`src/rtl/tor_pkg.sv`:
```
// ----------------------------------------------------------------------------
// tor_pkg: shared types and constants of the tile order address remap
// Field widths, register indexes, the pipeline item carried through the
// dividers, and small helpers for register clamping and edge tile clipping.
// ----------------------------------------------------------------------------
`default_nettype none

package tor_pkg;

  localparam int POS_W          = 26;
  localparam int DIM_W          = 13;
  localparam int CNT_W          = 3;
  localparam int COL_W          = 2;
  localparam int PROD_W         = 27;
  localparam int TOTAL_W        = 27;
  localparam int ADDR_W         = 5;
  localparam int DATA_W         = 32;
  localparam int DIV_STAGES     = POS_W;

  localparam logic [DIM_W-1:0] MAX_WIDTH      = DIM_W'(4096);
  localparam logic [DIM_W-1:0] MAX_HEIGHT     = DIM_W'(4096);
  localparam logic [CNT_W-1:0] MAX_COMPONENTS = CNT_W'(4);
  localparam logic [DIM_W-1:0] MAX_TILE       = {DIM_W{1'b1}};

  // register indexes (byte address / 4)
  localparam logic [2:0] REG_IMAGE_WIDTH     = 3'd0;
  localparam logic [2:0] REG_IMAGE_HEIGHT    = 3'd1;
  localparam logic [2:0] REG_COMPONENT_COUNT = 3'd2;
  localparam logic [2:0] REG_TILE_WIDTH      = 3'd3;
  localparam logic [2:0] REG_TILE_HEIGHT     = 3'd4;

  localparam logic OP_RASTER_TO_TILE = 1'b0;
  localparam logic OP_TILE_TO_RASTER = 1'b1;

  typedef struct packed {
    logic [DIM_W-1:0]   w;
    logic [DIM_W-1:0]   h;
    logic [DIM_W-1:0]   tw;
    logic [DIM_W-1:0]   th;
    logic [CNT_W-1:0]   c;
    logic [POS_W-1:0]   row_len;
    logic [TOTAL_W-1:0] total;
  } cfg_t;

  typedef struct packed {
    logic              valid;
    logic              op;
    logic              oor;
    logic [COL_W-1:0]  col;
    logic [POS_W-1:0]  q1;
    logic [POS_W-1:0]  r1;
    logic [POS_W-1:0]  q2;
    logic [POS_W-1:0]  r2;
    logic [DIM_W-1:0]  ysz;
    logic [POS_W-1:0]  full;
    logic [DIM_W-1:0]  xsz;
    logic [PROD_W-1:0] prod;
  } item_t;

  function automatic logic [DIM_W-1:0] clamp_dim(input logic [DIM_W-1:0] v,
                                                 input logic [DIM_W-1:0] vmax);
    logic [DIM_W-1:0] r;
    if (v == '0) r = DIM_W'(1);
    else if (v > vmax) r = vmax;
    else r = v;
    return r;
  endfunction

  function automatic logic [CNT_W-1:0] clamp_cnt(input logic [CNT_W-1:0] v);
    logic [CNT_W-1:0] r;
    if (v == '0) r = CNT_W'(1);
    else if (v > MAX_COMPONENTS) r = MAX_COMPONENTS;
    else r = v;
    return r;
  endfunction

  // (id + 1) * nominal, taken from a 13-bit tile index
  function automatic logic [PROD_W-1:0] clip_prod(input logic [DIM_W-1:0] id,
                                                  input logic [DIM_W-1:0] nom);
    logic [PROD_W-1:0] r;
    r = (PROD_W'(id) + PROD_W'(1)) * PROD_W'(nom);
    return r;
  endfunction

  // edge tile size from (id + 1) * nominal
  function automatic logic [DIM_W-1:0] clip_size(input logic [PROD_W-1:0] prod,
                                                 input logic [DIM_W-1:0] nom,
                                                 input logic [DIM_W-1:0] ext);
    logic [PROD_W-1:0] start;
    logic [PROD_W-1:0] left;
    logic [DIM_W-1:0]  r;
    start = prod - PROD_W'(nom);
    left  = PROD_W'(ext) - start;
    if (prod > PROD_W'(ext)) r = left[DIM_W-1:0];
    else r = nom;
    return r;
  endfunction

endpackage

`default_nettype wire

```
`src/rtl/tor_cfg.sv`:
```
// ----------------------------------------------------------------------------
// tor_cfg: configuration registers
// APB-style register file for image and tile geometry, with clamped views
// and registered products used by the remap pipeline.
// ----------------------------------------------------------------------------
`default_nettype none

module tor_cfg (
  input  wire logic                       clk,
  input  wire logic                       rst,
  input  wire logic                       psel,
  input  wire logic                       penable,
  input  wire logic                       pwrite,
  input  wire logic [tor_pkg::ADDR_W-1:0] paddr,
  input  wire logic [tor_pkg::DATA_W-1:0] pwdata,
  output logic      [tor_pkg::DATA_W-1:0] prdata,
  output logic                            pready,
  output tor_pkg::cfg_t                   cfg
);

  logic [tor_pkg::DIM_W-1:0]   image_width;
  logic [tor_pkg::DIM_W-1:0]   image_height;
  logic [tor_pkg::CNT_W-1:0]   component_count;
  logic [tor_pkg::DIM_W-1:0]   tile_width;
  logic [tor_pkg::DIM_W-1:0]   tile_height;
  logic [tor_pkg::POS_W-1:0]   row_len;
  logic [tor_pkg::POS_W-1:0]   wh;
  logic [tor_pkg::TOTAL_W-1:0] total;
  logic [2:0]                  idx;
  logic                        wr;
  logic [tor_pkg::DIM_W-1:0]   w;
  logic [tor_pkg::DIM_W-1:0]   h;
  logic [tor_pkg::DIM_W-1:0]   tw;
  logic [tor_pkg::DIM_W-1:0]   th;
  logic [tor_pkg::CNT_W-1:0]   c;

  assign pready = 1'b1;
  assign idx    = paddr[4:2];
  assign wr     = psel && penable && pwrite;

  always_ff @(posedge clk) begin
    if (rst) begin
      image_width     <= tor_pkg::DIM_W'(1);
      image_height    <= tor_pkg::DIM_W'(1);
      component_count <= tor_pkg::CNT_W'(1);
      tile_width      <= tor_pkg::DIM_W'(1);
      tile_height     <= tor_pkg::DIM_W'(1);
    end else if (wr) begin
      unique case (idx)
        tor_pkg::REG_IMAGE_WIDTH:     image_width     <= pwdata[tor_pkg::DIM_W-1:0];
        tor_pkg::REG_IMAGE_HEIGHT:    image_height    <= pwdata[tor_pkg::DIM_W-1:0];
        tor_pkg::REG_COMPONENT_COUNT: component_count <= pwdata[tor_pkg::CNT_W-1:0];
        tor_pkg::REG_TILE_WIDTH:      tile_width      <= pwdata[tor_pkg::DIM_W-1:0];
        tor_pkg::REG_TILE_HEIGHT:     tile_height     <= pwdata[tor_pkg::DIM_W-1:0];
        default: ;
      endcase
    end
  end

  always_comb begin
    unique case (idx)
      tor_pkg::REG_IMAGE_WIDTH:     prdata = tor_pkg::DATA_W'(image_width);
      tor_pkg::REG_IMAGE_HEIGHT:    prdata = tor_pkg::DATA_W'(image_height);
      tor_pkg::REG_COMPONENT_COUNT: prdata = tor_pkg::DATA_W'(component_count);
      tor_pkg::REG_TILE_WIDTH:      prdata = tor_pkg::DATA_W'(tile_width);
      tor_pkg::REG_TILE_HEIGHT:     prdata = tor_pkg::DATA_W'(tile_height);
      default:                      prdata = '0;
    endcase
  end

  assign w  = tor_pkg::clamp_dim(image_width, tor_pkg::MAX_WIDTH);
  assign h  = tor_pkg::clamp_dim(image_height, tor_pkg::MAX_HEIGHT);
  assign tw = tor_pkg::clamp_dim(tile_width, tor_pkg::MAX_TILE);
  assign th = tor_pkg::clamp_dim(tile_height, tor_pkg::MAX_TILE);
  assign c  = tor_pkg::clamp_cnt(component_count);

  // products are registered; total is taken from the registered w * h product
  always_ff @(posedge clk) begin
    row_len <= tor_pkg::POS_W'(th) * tor_pkg::POS_W'(w);
    wh      <= tor_pkg::POS_W'(w) * tor_pkg::POS_W'(h);
    total   <= tor_pkg::TOTAL_W'(wh) * tor_pkg::TOTAL_W'(c);
  end

  always_comb begin
    cfg.w       = w;
    cfg.h       = h;
    cfg.tw      = tw;
    cfg.th      = th;
    cfg.c       = c;
    cfg.row_len = row_len;
    cfg.total   = total;
  end

endmodule

`default_nettype wire

```
`config.mk`:
```
export PLATFORM = sky130hd
export DESIGN_NAME = tor_cfg
export DESIGN_NICKNAME = d
export VERILOG_FILES = /design/src/rtl/tor_pkg.sv /design/src/rtl/tor_cfg.sv
export SDC_FILE = /design/constraint.sdc
export NUM_CORES = 1
export LEC_CHECK = 0
export ABC_CLOCK_PERIOD_IN_PS = 13230
export BUFFER_PORTS_ARGS = -buffer_cell sky130_fd_sc_hd__buf_2
export CORE_MARGIN = 2
export CORE_UTILIZATION = 60
export DETAILED_ROUTE_END_ITERATION = 12
export PLACE_DENSITY_LB_ADDON = 0.15
export SYNTH_ARGS = -nofsm -noshare
export SYNTH_HDL_FRONTEND = slang
export SYNTH_SLANG_ARGS = --single-unit
export TNS_END_PERCENT = 5
```
`constraint.sdc`:
```
create_clock -name clk -period 13.23 [get_ports clk]
set_input_delay 0.6615 -clock clk [delete_from_list [all_inputs] [get_ports clk]]
set_output_delay 0.6615 -clock clk [all_outputs]
set_load 0.1 [all_outputs]
```
# Yosys cells after proc, flatten, opt, wreduce, memory -nomap -nowiden
# Index checks and enable logic that the tools add are counted.
# classes
n_mul,3
muxes,11
n_eq_ne,4
reduce_logical,13
n_lt_le_gt_ge,5
# op_table
op,count
2-to-1 mux 13 bit,8
one-hot mux 13 bit (5 select lines),1
"greater-than comparator 13 bit, second input constant",4
logical NOT 13 bit,4
multiplier 13 x 13 -> 26 bit,2
multiplier 26 x 3 -> 27 bit,1
AND reduction 2 bit,5
"equality test 3 x 2 -> 1 bit, second input constant",2
logical NOT 3 bit,2
2-to-1 mux 3 bit,2
"equality test 3 x 1 -> 1 bit, second input constant",1
"equality test 3 bit, second input constant",1
"greater-than comparator 3 bit, second input constant",1
logical AND 1 bit,2
# word_totals
output_inout_bits,141
register_bits,134

# Logic depth before layout (Yosys ltp)
# Gate-level depths: netlist of the first run.
# logic_depth
ltp_word,4
ltp_mapped,24

# Worst setup path before layout of the first run
# Ideal clock, no wire load.
# synth_path
kind,reg-to-reg
from,reg image_width[12] (netlist bit)
to,reg wh[25] (netlist bit)
required_time_ps,13110
slack_ps,6960
arrival_ps,6151
period_less_slack_ps,6270
setup_time_ps,120
n_path_buf,3
stages_incl_launch_ff,22
path_cell_list,dfxtp_1 -> clkbuf_1 -> nand2b_1 -> inv_1 -> clkbuf_1 -> nand2_1 -> fa_1 -> fa_1 -> inv_1 -> fa_1 -> fa_1 -> inv_1 -> fa_1 -> inv_1 -> ha_1 -> clkbuf_1 -> a21oi_1 -> o21ai_0 -> a221o_1 -> a21oi_1 -> nor2_1 -> a211o_1
# synth_rtl
element,line_no,rtl
from (decl),tor_cfg.sv:21,logic [tor_pkg::DIM_W-1:0] image_width;
from (signal assigned),tor_cfg.sv:43,image_width <= tor_pkg::DIM_W'(1);
from (signal assigned),tor_cfg.sv:50,tor_pkg::REG_IMAGE_WIDTH: image_width <= pwdata[tor_pkg::DIM_W-1:0];
to (signal assigned),tor_cfg.sv:80,wh <= tor_pkg::POS_W'(w) * tor_pkg::POS_W'(h);
to (decl),tor_cfg.sv:27,logic [tor_pkg::POS_W-1:0] wh;

# Worst setup path in the final report of the first run
# layout_path
from,reg image_width[12] (netlist bit)
to,reg row_len[25] (netlist bit)
# layout_between
elab_chain_len,4
# layout_lines
element,line_no,rtl
greater-than comparator 13 bit,tor_pkg.sv:64,else if (v > vmax) r = vmax;
2-to-1 mux 13 bit,tor_pkg.sv:64,
2-to-1 mux 13 bit *,tor_pkg.sv:63,if (v == '0) r = DIM_W'(1);
multiplier 13 x 13 -> 26 bit *,tor_cfg.sv:79,row_len <= tor_pkg::POS_W'(th) * tor_pkg::POS_W'(w);
to (signal assigned),tor_cfg.sv:79,
to (decl),tor_cfg.sv:26,logic [tor_pkg::POS_W-1:0] row_len;
# Mark *: on every way between the ends. The rest lies on a longest branch, timed or not.
# A chain may end at the register's enable or synchronous reset.

==> out/qor.yml, run 1 <==
critPathMaxFanout: 41
path_clk_slew_ps: 70
gp_congestion: 0.902
core_area_um2: 29400
port_buffers: 141
grt_util_all_layers_pct: 29.2
ant_nets: 0
synthFlopType: "dfxtp_1"
synth_area_um2: 17800
max_slew_margin_pct: 21.7
hold_buffers: 0
via_per_inst: 5.44
drc: 0
placed_area_um2: 18500
worst-setup-path-type: "register to register"
antennaDiodeCount: 0
synth_seq_cells: 134
synthCells: 2175
post-place-ws_ps: 6520
die_x_um: 176
worst_slew_pin_slew_ps: 1170
ys_seq_area_share_pct: 15.1
power_uw: 1030
cts_tree: "done"
synth.avg_cell_area_um2: 8.19
io_pins: 183
clock_path_buffers: 2
wl_per_cell_um: 16.2
root_buffer: "clkbuf_16"
die_y_um: 176
reg2reg_from: "image_width[12]"
htreeDepth: 4
post_cts_resize_count: 0
grt_overflow: 0
ir_worst_vdd_uv: 85.1
grt_setup_unrepaired: "false"
synth.distinct_cells: 60
maxCapViolCount: 0
insertion_delay_ps: 460
clock_skew_ps: 14.2
final_cell_area_um2: 19200
cp.required_ps: 13580
hold_class: "primary input to register"
final_net_count: 2695
final.setup.tns_ps: 0
maxClockFrequency_mhz: 148
yosys_warnings: 0
routed_wl_um: 42400
grt_pass1_wl_um: 72100
rows: 63
slew_violations: 0
setup_viol: 0
synth_edf_count: 0
leakagePower_uw: 0.0102
postCtsSetupBuffers: 0
antenna_found_initial: 0
drt_iter0_markers: 836
grt_max_degree: 54
numCtsBuffers: 17
status: "completed"
drive_above_1_share_pct: 9.01
start_kind: "register"
vias: 14300
initial_core_util_pct: 60.6
async_flop_share_pct: 0
r2r_slack_ps: 6480
post-route-util_pct: 65.2
die_area_um2: 31100
grt_pass1_vias: 14900
arrival_ps: 7100
power.density_nw_per_um2: 53.8
endpoint_kind: "register"
firstDrtPassIters: 5
finalCriticalPeriod_ps: 6750
hold_viol: 0
crit_start: "image_width[12]"
hpwl_um: 33000
timing.final.crit_share_pct: 51.0
syn_to_final_growth_pct: 7.62
cts.sinks: 134
hp-start: "pwdata[12]"
timing.final.ws_setup_ps: 6480
[per-stage QoR]
stage	hold WS [ps]	cells
detailed placement	473	2590
global route	469	2621
floorplan	444	2193
finish	467	2621
global placement	466	2590
CTS	464	2621
[cells in the mapped netlist (30+ instances only)]
cell type,n,area [um^2]
ha_1,167,2090
fa_1,267,5350
nand2_1,370,1390
clkbuf_1,116,435
nor2_1,128,480
o21ai_0,37,185
and2_1,98,613
dfxtp_1,134,2680
inv_1,420,1580
xnor2_1,38,333
mux2i_1,30,300
a21oi_1,100,500
[path summary, 6_finish.rpt]
check	end	cells past startpoint
max reg2reg	row_len[25]	21
min	image_width[12]	3
min reg2reg	image_width[4]	2
max	row_len[25]	21
[power breakdown]
group | switching, uW | leakage (uW) | internal [uW] | total, uW
registers | 3.70 | 0.00108 | 407 | 410
clock network | 213 | 0.000305 | 322 | 535
logic | 73.6 | 0.00886 | 12.7 | 86.3
total | 290 | 0.0102 | 742 | 1030
[logic make-up after synthesis]
kind of cell / share of synthesized area [%]
simple gates: 17.6
mux: 1.69
xor+xnor: 3.24
compound gates: 8.20
flops: 15.1
buf+inv: 12.4
other cells: 0.0422
fa+ha+maj: 41.7
[state kept, by name, indices dropped and copies added (netlist names)]
| signal | flops |
|---|---|
| row_len | 26 |
| image_width | 13 |
| image_height | 13 |
| tile_width | 13 |
| wh | 26 |
| tile_height | 13 |
| total | 27 |
| component_count | 3 |
[cells in the final DEF (no fill, tap or decap), types with 4 or more instances in the layout]
master | synthesis | routed
a21oi_1 | 100 | 99
and2_1 | 98 | 98
inv_1 | 420 | 420
nor3_1 | 17 | 16
nand4_1 | 10 | 10
o211ai_1 | 4 | 4
bufinv_16 | 0 | 4
nand2b_1 | 26 | 26
a211oi_2 | 4 | 4
clkbuf_16 | 0 | 17
nand3_1 | 20 | 20
or3_1 | 4 | 4
buf_4 | 20 | 9
mux2i_1 | 30 | 30
xor2_1 | 28 | 28
a21o_1 | 26 | 26
and3_1 | 9 | 9
clkinv_1 | 4 | 4
o21ai_0 | 37 | 37
o21bai_1 | 10 | 10
o21ai_1 | 8 | 8
conb_1 | 2 | 20
dfxtp_1 | 134 | 134
xnor2_1 | 38 | 38
buf_2 | 4 | 141
ha_1 | 167 | 167
nor4_1 | 9 | 9
a31oi_1 | 13 | 13
nand2_1 | 370 | 370
nor2b_1 | 9 | 8
nor2_1 | 128 | 128
fa_1 | 267 | 267
[per-layer routing]
metal	up-vias	wire length, um	track usage (%)
li1	6666	-	-
met1	6969	17200	35.6
met2	506	21200	50.9
met3	111	2670	5.73
met4	0	1370	11.6
met5	-	0	0
[area by class of cell]
| type | instances | area [um^2] |
|---|---|---|
| Clock buffer | 18 | 439 |
| Clock inverter | 13 | 195 |
| Fill cell | 2535 | 10200 |
| Inverter | 424 | 1590 |
| Multi-Input combinational cell | 1492 | 13000 |
| Sequential cell | 134 | 2680 |
| Tap cell | 390 | 488 |
| Timing Repair Buffer | 150 | 773 |
[critical path: stages (launching register included)]
cell and delay, ps:
dfxtp_1 310, buf_4 360, nand2b_1 430, inv_1 490
and2_1 350, fa_1 530, inv_1 50, fa_1 480
inv_1 60, fa_1 510, inv_1 60, fa_1 510
fa_1 510, inv_1 40, ha_1 320, nor3_1 330
nor4_1 140, a211oi_2 380, o21ai_1 180, a211oi_2 330
o21ai_1 140, xnor2_1 130
No activity file was read; power rests on OpenSTA's default activity.
==> run 2, diff against run 1 <==
- ABC_CLOCK_PERIOD_IN_PS: 13230 -> 6800
- clock period: 13.23 -> 6.8 ns (I/O delays scaled with it)
==> run 2 against run 1 <==
Compared with the run above:
- cell area rose by 1.6%
- sequential power rose by 94%
- die area unchanged
- hold slack got worse by 300 ps
- sequential cell count did not move
- final cell count grew 1.4%
- fmax rose by 7.4%
==> out/qor.yml, run 2 (synthesized netlist as in run 1, its figures left out) <==
maxCapViolCount: 0
ir_worst_vdd_uv: 137
drc: 0
ant_nets: 0
antennaDiodeCount: 0
worst_path_max_delay_cell: "dfxtp_1"
largest_reg_flops: 27
drive_above_1_share_pct: 10.5
finalCriticalPeriod_ps: 6290
top_register: "total"
slew_violations: 0
worst-setup-path-type: "register to register"
rows: 63
grt_overflow: 0
top_layer: "met4"
hold_class: "primary input to register"
hold_end: "image_height[9]"
placed_area_um2: 18800
grt_setup_unrepaired: "false"
wl_met3_um: 2490
setup_viol: 0
path_clk_slew_ps: 70
cts.sinks: 134
r2r_slack_ps: 510
reg_top3: "total (27), row_len (26), wh (26)"
initial_core_util_pct: 60.6
slowest_delay_ps: 570
routed_wl_um: 43200
wl_met1_um: 17700
start_kind: "register"
final.setup.tns_ps: 0
status: "completed"
firstDrtPassIters: 5
final_cell_mix: "inv_1 (420), nand2_1 (370), fa_1 (267), ha_1 (167), buf_2 (141)"
final_cell_area_um2: 19500
fill_cells: 2536
cts_tree: "done"
critPathMaxFanout: 17
power_uw: 2050
min_path_cells: 3
endpoint_kind: "register"
hp-start: "pwdata[9]"
vias: 14200
grt_pass1_wl_um: 72600
reg2reg_from: "tile_height[3]"
clock_path_buffers: 2
path_cells: "nor4_1 -> a41oi_1 -> inv_1 -> nand2_1 -> fa_1 -> fa_1 -> inv_1 -> fa_1 -> fa_1 -> inv_1 -> fa_1 -> inv_1 -> ha_1 -> a21oi_1 -> o22ai_1 -> a211oi_2 -> o21ai_1 -> a211oi_2 -> o21ai_1 -> xnor2_1"
insertion_delay_ps: 450
cpMostUsedCell: "fa_1"
core_area_um2: 29400
grt_util_all_layers_pct: 29.5
io_pins: 183
grt_max_degree: 54
hold_slack_ps: 163
final_net_count: 2731
worst_slew_pin_slew_ps: 1060
cp.required_ps: 7140
leakagePower_uw: 0.0105
grt_pass1_vias: 14800
dr_wl_met2_um: 21600
arrival_ps: 6620
hpwl_um: 34000
power.density_nw_per_um2: 105
final_common_cell: "inv_1"
gp_congestion: 0.911
antenna_found_initial: 0
hold_viol: 0
port_buffers: 141
timing.final.crit_share_pct: 92.4
finalNonFillerCells: 2658
ff2ff_path_depth: 20
maxClockFrequency_mhz: 159
root_buffer: "clkbuf_16"
r2r_end: "row_len[25]"
numCtsBuffers: 17
clock_skew_ps: 13.6
die_y_um: 176
wl_per_cell_um: 16.2
syn_to_final_growth_pct: 9.36
drt_iter0_markers: 844
max_slew_margin_pct: 28.7
die_area_um2: 31100
postCtsSetupBuffers: 0
via_per_inst: 5.34
die_x_um: 176
htreeDepth: 4
dp_cells: 2626
## run 2: power breakdown
part / internal, uW / switching (uW) / total [uW] / leakage, uW
registers: 791 / 5.16 / 797 / 0.00108
logic: 26.6 / 146 / 173 / 0.00904
clock network: 690 / 388 / 1080 / 0.000328
total: 1510 / 540 / 2050 / 0.0105
## run 2: how the worst max path moves through the flow
stage | from | end | slack [ps]
after floorplan | image_width[12] | wh[25] | 530
after global placement | image_width[12] | wh[23] | 600
after detailed placement | image_width[12] | wh[23] | 450
after CTS | image_width[12] | wh[23] | 450
after global routing | image_width[12] | wh[23] | 130
final | tile_height[3] | row_len[25] | 510
## run 2: metrics by stage
stage | utilization, % | worst slack, ps
CTS | 66.2 | 445
global route | 66.3 | 126
detailed placement | 64.0 | 454
global placement | 64.0 | 604
floorplan | - | 530
finish | 66.3 | 515
## run 2: per-layer routing
| metal | GRT usage (%) | vias up |
|---|---|---|
| li1 | - | 6734 |
| met1 | 36.1 | 6889 |
| met2 | 52.4 | 479 |
| met3 | 4.61 | 101 |
| met4 | 11.1 | 0 |
| met5 | 0 | - |
## run 2: layout make-up
class                           count  area (um^2)  area share (%)
Inverter                          424         1590            8.17
Clock buffer                       17          425            2.18
Tap cell                          390          488            2.50
Sequential cell                   134         2680            13.8
Timing Repair Buffer              186         1040            5.36
Multi-Input combinational cell   1492        13000            66.7
Clock inverter                     15          250            1.28
## run 2: worst max-delay path, delay by kind of cell (launching register included)
family / cells / cell delay, ps
adders and majority gates: 6 / 2760
AOI/OAI and AO/OA: 7 / 1530
and+or+nand+nor: 2 / 690
DFF: 1 / 570
buffers and inverters: 4 / 480
xor gates and xnor gates: 1 / 130
## run 2: what timing repair did
action,4_1_cts,5_1_grt
hold buffers,0,0
resized for setup,0,1
endpoints found under the setup margin,0,1
==> run 3, diff against run 2 <==
- BUFFER_PORTS_ARGS: -buffer_cell sky130_fd_sc_hd__buf_2 -> -buffer_cell sky130_fd_sc_hd__buf_4
- RECOVER_POWER: not set -> 100
==> run 3 against run 2 <==
Compared with the run above:
- setup slack worse by 170 ps
- die area is the same
- clock power shrank 6%
- core utilization fell by 0.69 points
- hold slack worse by 12 ps
- sequential power hardly changed
- power shrank 3.5%
- via count up 1.4%
- cell area down 1.0%
- sequential cell count unchanged
- global-route usage grew 0.21 points
- final cell count barely moved
- critical path type unchanged
- largest cell class unchanged
- largest power group unchanged
- highest routed layer unchanged
==> out/qor.yml, run 3 (synthesized netlist as in run 1, its figures left out) <==
status: "completed"
path_clk_slew_ps: 60
hp-start: "pwdata[0]"
cts_tree: "done"
finalNonFillerCells: 2659
reg2reg_from: "image_width[2]"
die_y_um: 176
root_buffer: "clkbuf_16"
max_slew_margin_pct: 18.9
finalCriticalPeriod_ps: 6450
antenna_found_initial: 0
worst_slew_pin_slew_ps: 1220
dp_cells: 2627
seq_area_um2: 2680
ir_worst_vdd_uv: 162
grt_pass1_vias: 14800
hold_buffers: 0
antennaDiodeCount: 0
power_uw: 1980
syn_to_final_growth_pct: 8.23
top_register: "total"
grt_overflow: 0
r2r_slack_ps: 350
hold_end: "tile_width[0]"
ff2ff_path_depth: 22
cpMostUsedCell: "ha_1"
cp.required_ps: 7120
maxClockFrequency_mhz: 155
routed_wl_um: 43500
vias: 14400
drt_iter0_markers: 861
grt_util_all_layers_pct: 29.7
core_area_um2: 29400
reg_top3: "total (27), row_len (26), wh (26)"
clock_skew_ps: 17.5
fill_cells: 2645
start_kind: "register"
setup_viol: 0
slowest_delay_ps: 620
postCtsSetupBuffers: 0
timing.final.crit_share_pct: 94.9
ant_nets: 0
grt_pass1_wl_um: 73000
critPathMaxFanout: 17
cts.sinks: 134
io_pins: 183
grt_max_degree: 54
numCtsBuffers: 17
largest_reg_flops: 27
rows: 63
die_area_um2: 31100
worstPathBufferInverterCount: 4
endpoint_kind: "register"
port_buffers: 141
path_cells: "nor4_1 -> a31oi_1 -> or2_0 -> clkinv_1 -> buf_4 -> nand2_1 -> fa_1 -> fa_1 -> inv_1 -> ha_1 -> ha_1 -> ha_1 -> ha_1 -> fa_1 -> a21oi_1 -> o221ai_1 -> a211oi_1 -> o31ai_2 -> clkbuf_1 -> a31oi_1 -> o21ai_1 -> xor2_1"
insertion_delay_ps: 450
wl_per_cell_um: 16.3
post_cts_resize_count: 0
multi_input_area_um2: 13000
hold_viol: 0
final.setup.tns_ps: 0
crit_family: "adder cells"
drc: 0
worst-setup-path-type: "register to register"
via_per_inst: 5.42
min_path_cells: 2
arrival_ps: 6780
die_x_um: 176
worst_path_max_delay_cell: "or2_0"
initial_core_util_pct: 60.6
hold_slack_ps: 151
htreeDepth: 4
power.density_nw_per_um2: 103
hold_class: "primary input to register"
final_common_cell: "inv_1"
maxCapViolCount: 0
clock_path_buffers: 2
drive_above_1_share_pct: 4.58
firstDrtPassIters: 5
final_cell_mix: "inv_1 (420), nand2_1 (370), fa_1 (267), ha_1 (167), dfxtp_1 (134)"
grt_setup_unrepaired: "false"
leakagePower_uw: 0.00990
hpwl_um: 34500
r2r_end: "wh[24]"
slew_violations: 0
final_net_count: 2732
gp_congestion: 0.905
==> run 3: cell types whose count changed in the layout (fill, tap and decap cells not counted), moves of 3 or more <==
| cell | previous run | this run |
|---|---|---|
| and2_0 | 0 | 4 |
| and2_1 | 98 | 94 |
| buf_2 | 141 | 0 |
| buf_4 | 45 | 61 |
| clkbuf_1 | 0 | 126 |
| o21ai_0 | 37 | 40 |
==> run 3: how the worst max path moves through the flow <==
stage / cells after the start / startpoint / end
finish: 22 / image_width[2] / wh[24]
CTS: 20 / tile_height[3] / row_len[25]
global placement: 20 / tile_height[3] / row_len[25]
floorplan: 21 / image_width[12] / wh[25]
detailed placement: 20 / tile_height[3] / row_len[25]
global route: 21 / image_width[2] / wh[23]
==> run 3: layout make-up <==
type	instances	area share (%)
Sequential cell	134	13.9
Inverter	424	8.25
Clock buffer	17	2.21
Tap cell	390	2.53
Multi-Input combinational cell	1492	67.2
Timing Repair Buffer	187	4.83
Clock inverter	15	1.04
==> run 3: power breakdown <==
part	switching (uW)	internal [uW]	total [uW]	leakage, uW
clock network	391	615	1010	0.000300
registers	5.20	791	797	0.00108
logic	146	27.9	174	0.00852
total	543	1430	1980	0.00990
==> run 3: stage by stage <==
stage	util [%]	worst slack (ps)	cell area [um^2]
after floorplan	-	530	17900
after global placement	65.2	595	19200
after detailed placement	65.2	562	19200
after CTS	67.3	518	19800
after global routing	65.6	100	19300
final	65.6	346	19300
==> run 3: layer usage <==
| layer | global-route usage (%) | vias to the layer above | share of wire [%] |
|---|---|---|---|
| met3 | 4.65 | 106 | 5.5 |
| li1 | - | 6746 | - |
| met2 | 52.5 | 453 | 50 |
| met1 | 36.4 | 7095 | 41 |
| met4 | 11.6 | 0 | 3.2 |
| met5 | 0 | - | 0 |
==> run 3: worst register-to-register path, stage by stage, from the launching register on <==
cell      delay (ps)
dfxtp_1          500
nor4_1           110
a31oi_1          150
or2_0            620
clkinv_1         200
buf_4            260
nand2_1          110
fa_1             500
fa_1             410
inv_1             70
ha_1             230
ha_1             290
ha_1             300
ha_1             220
fa_1             460
a21oi_1          250
o221ai_1         210
a211oi_1         450
o31ai_2          120
clkbuf_1         180
a31oi_1          400
o21ai_1          160
xor2_1           160
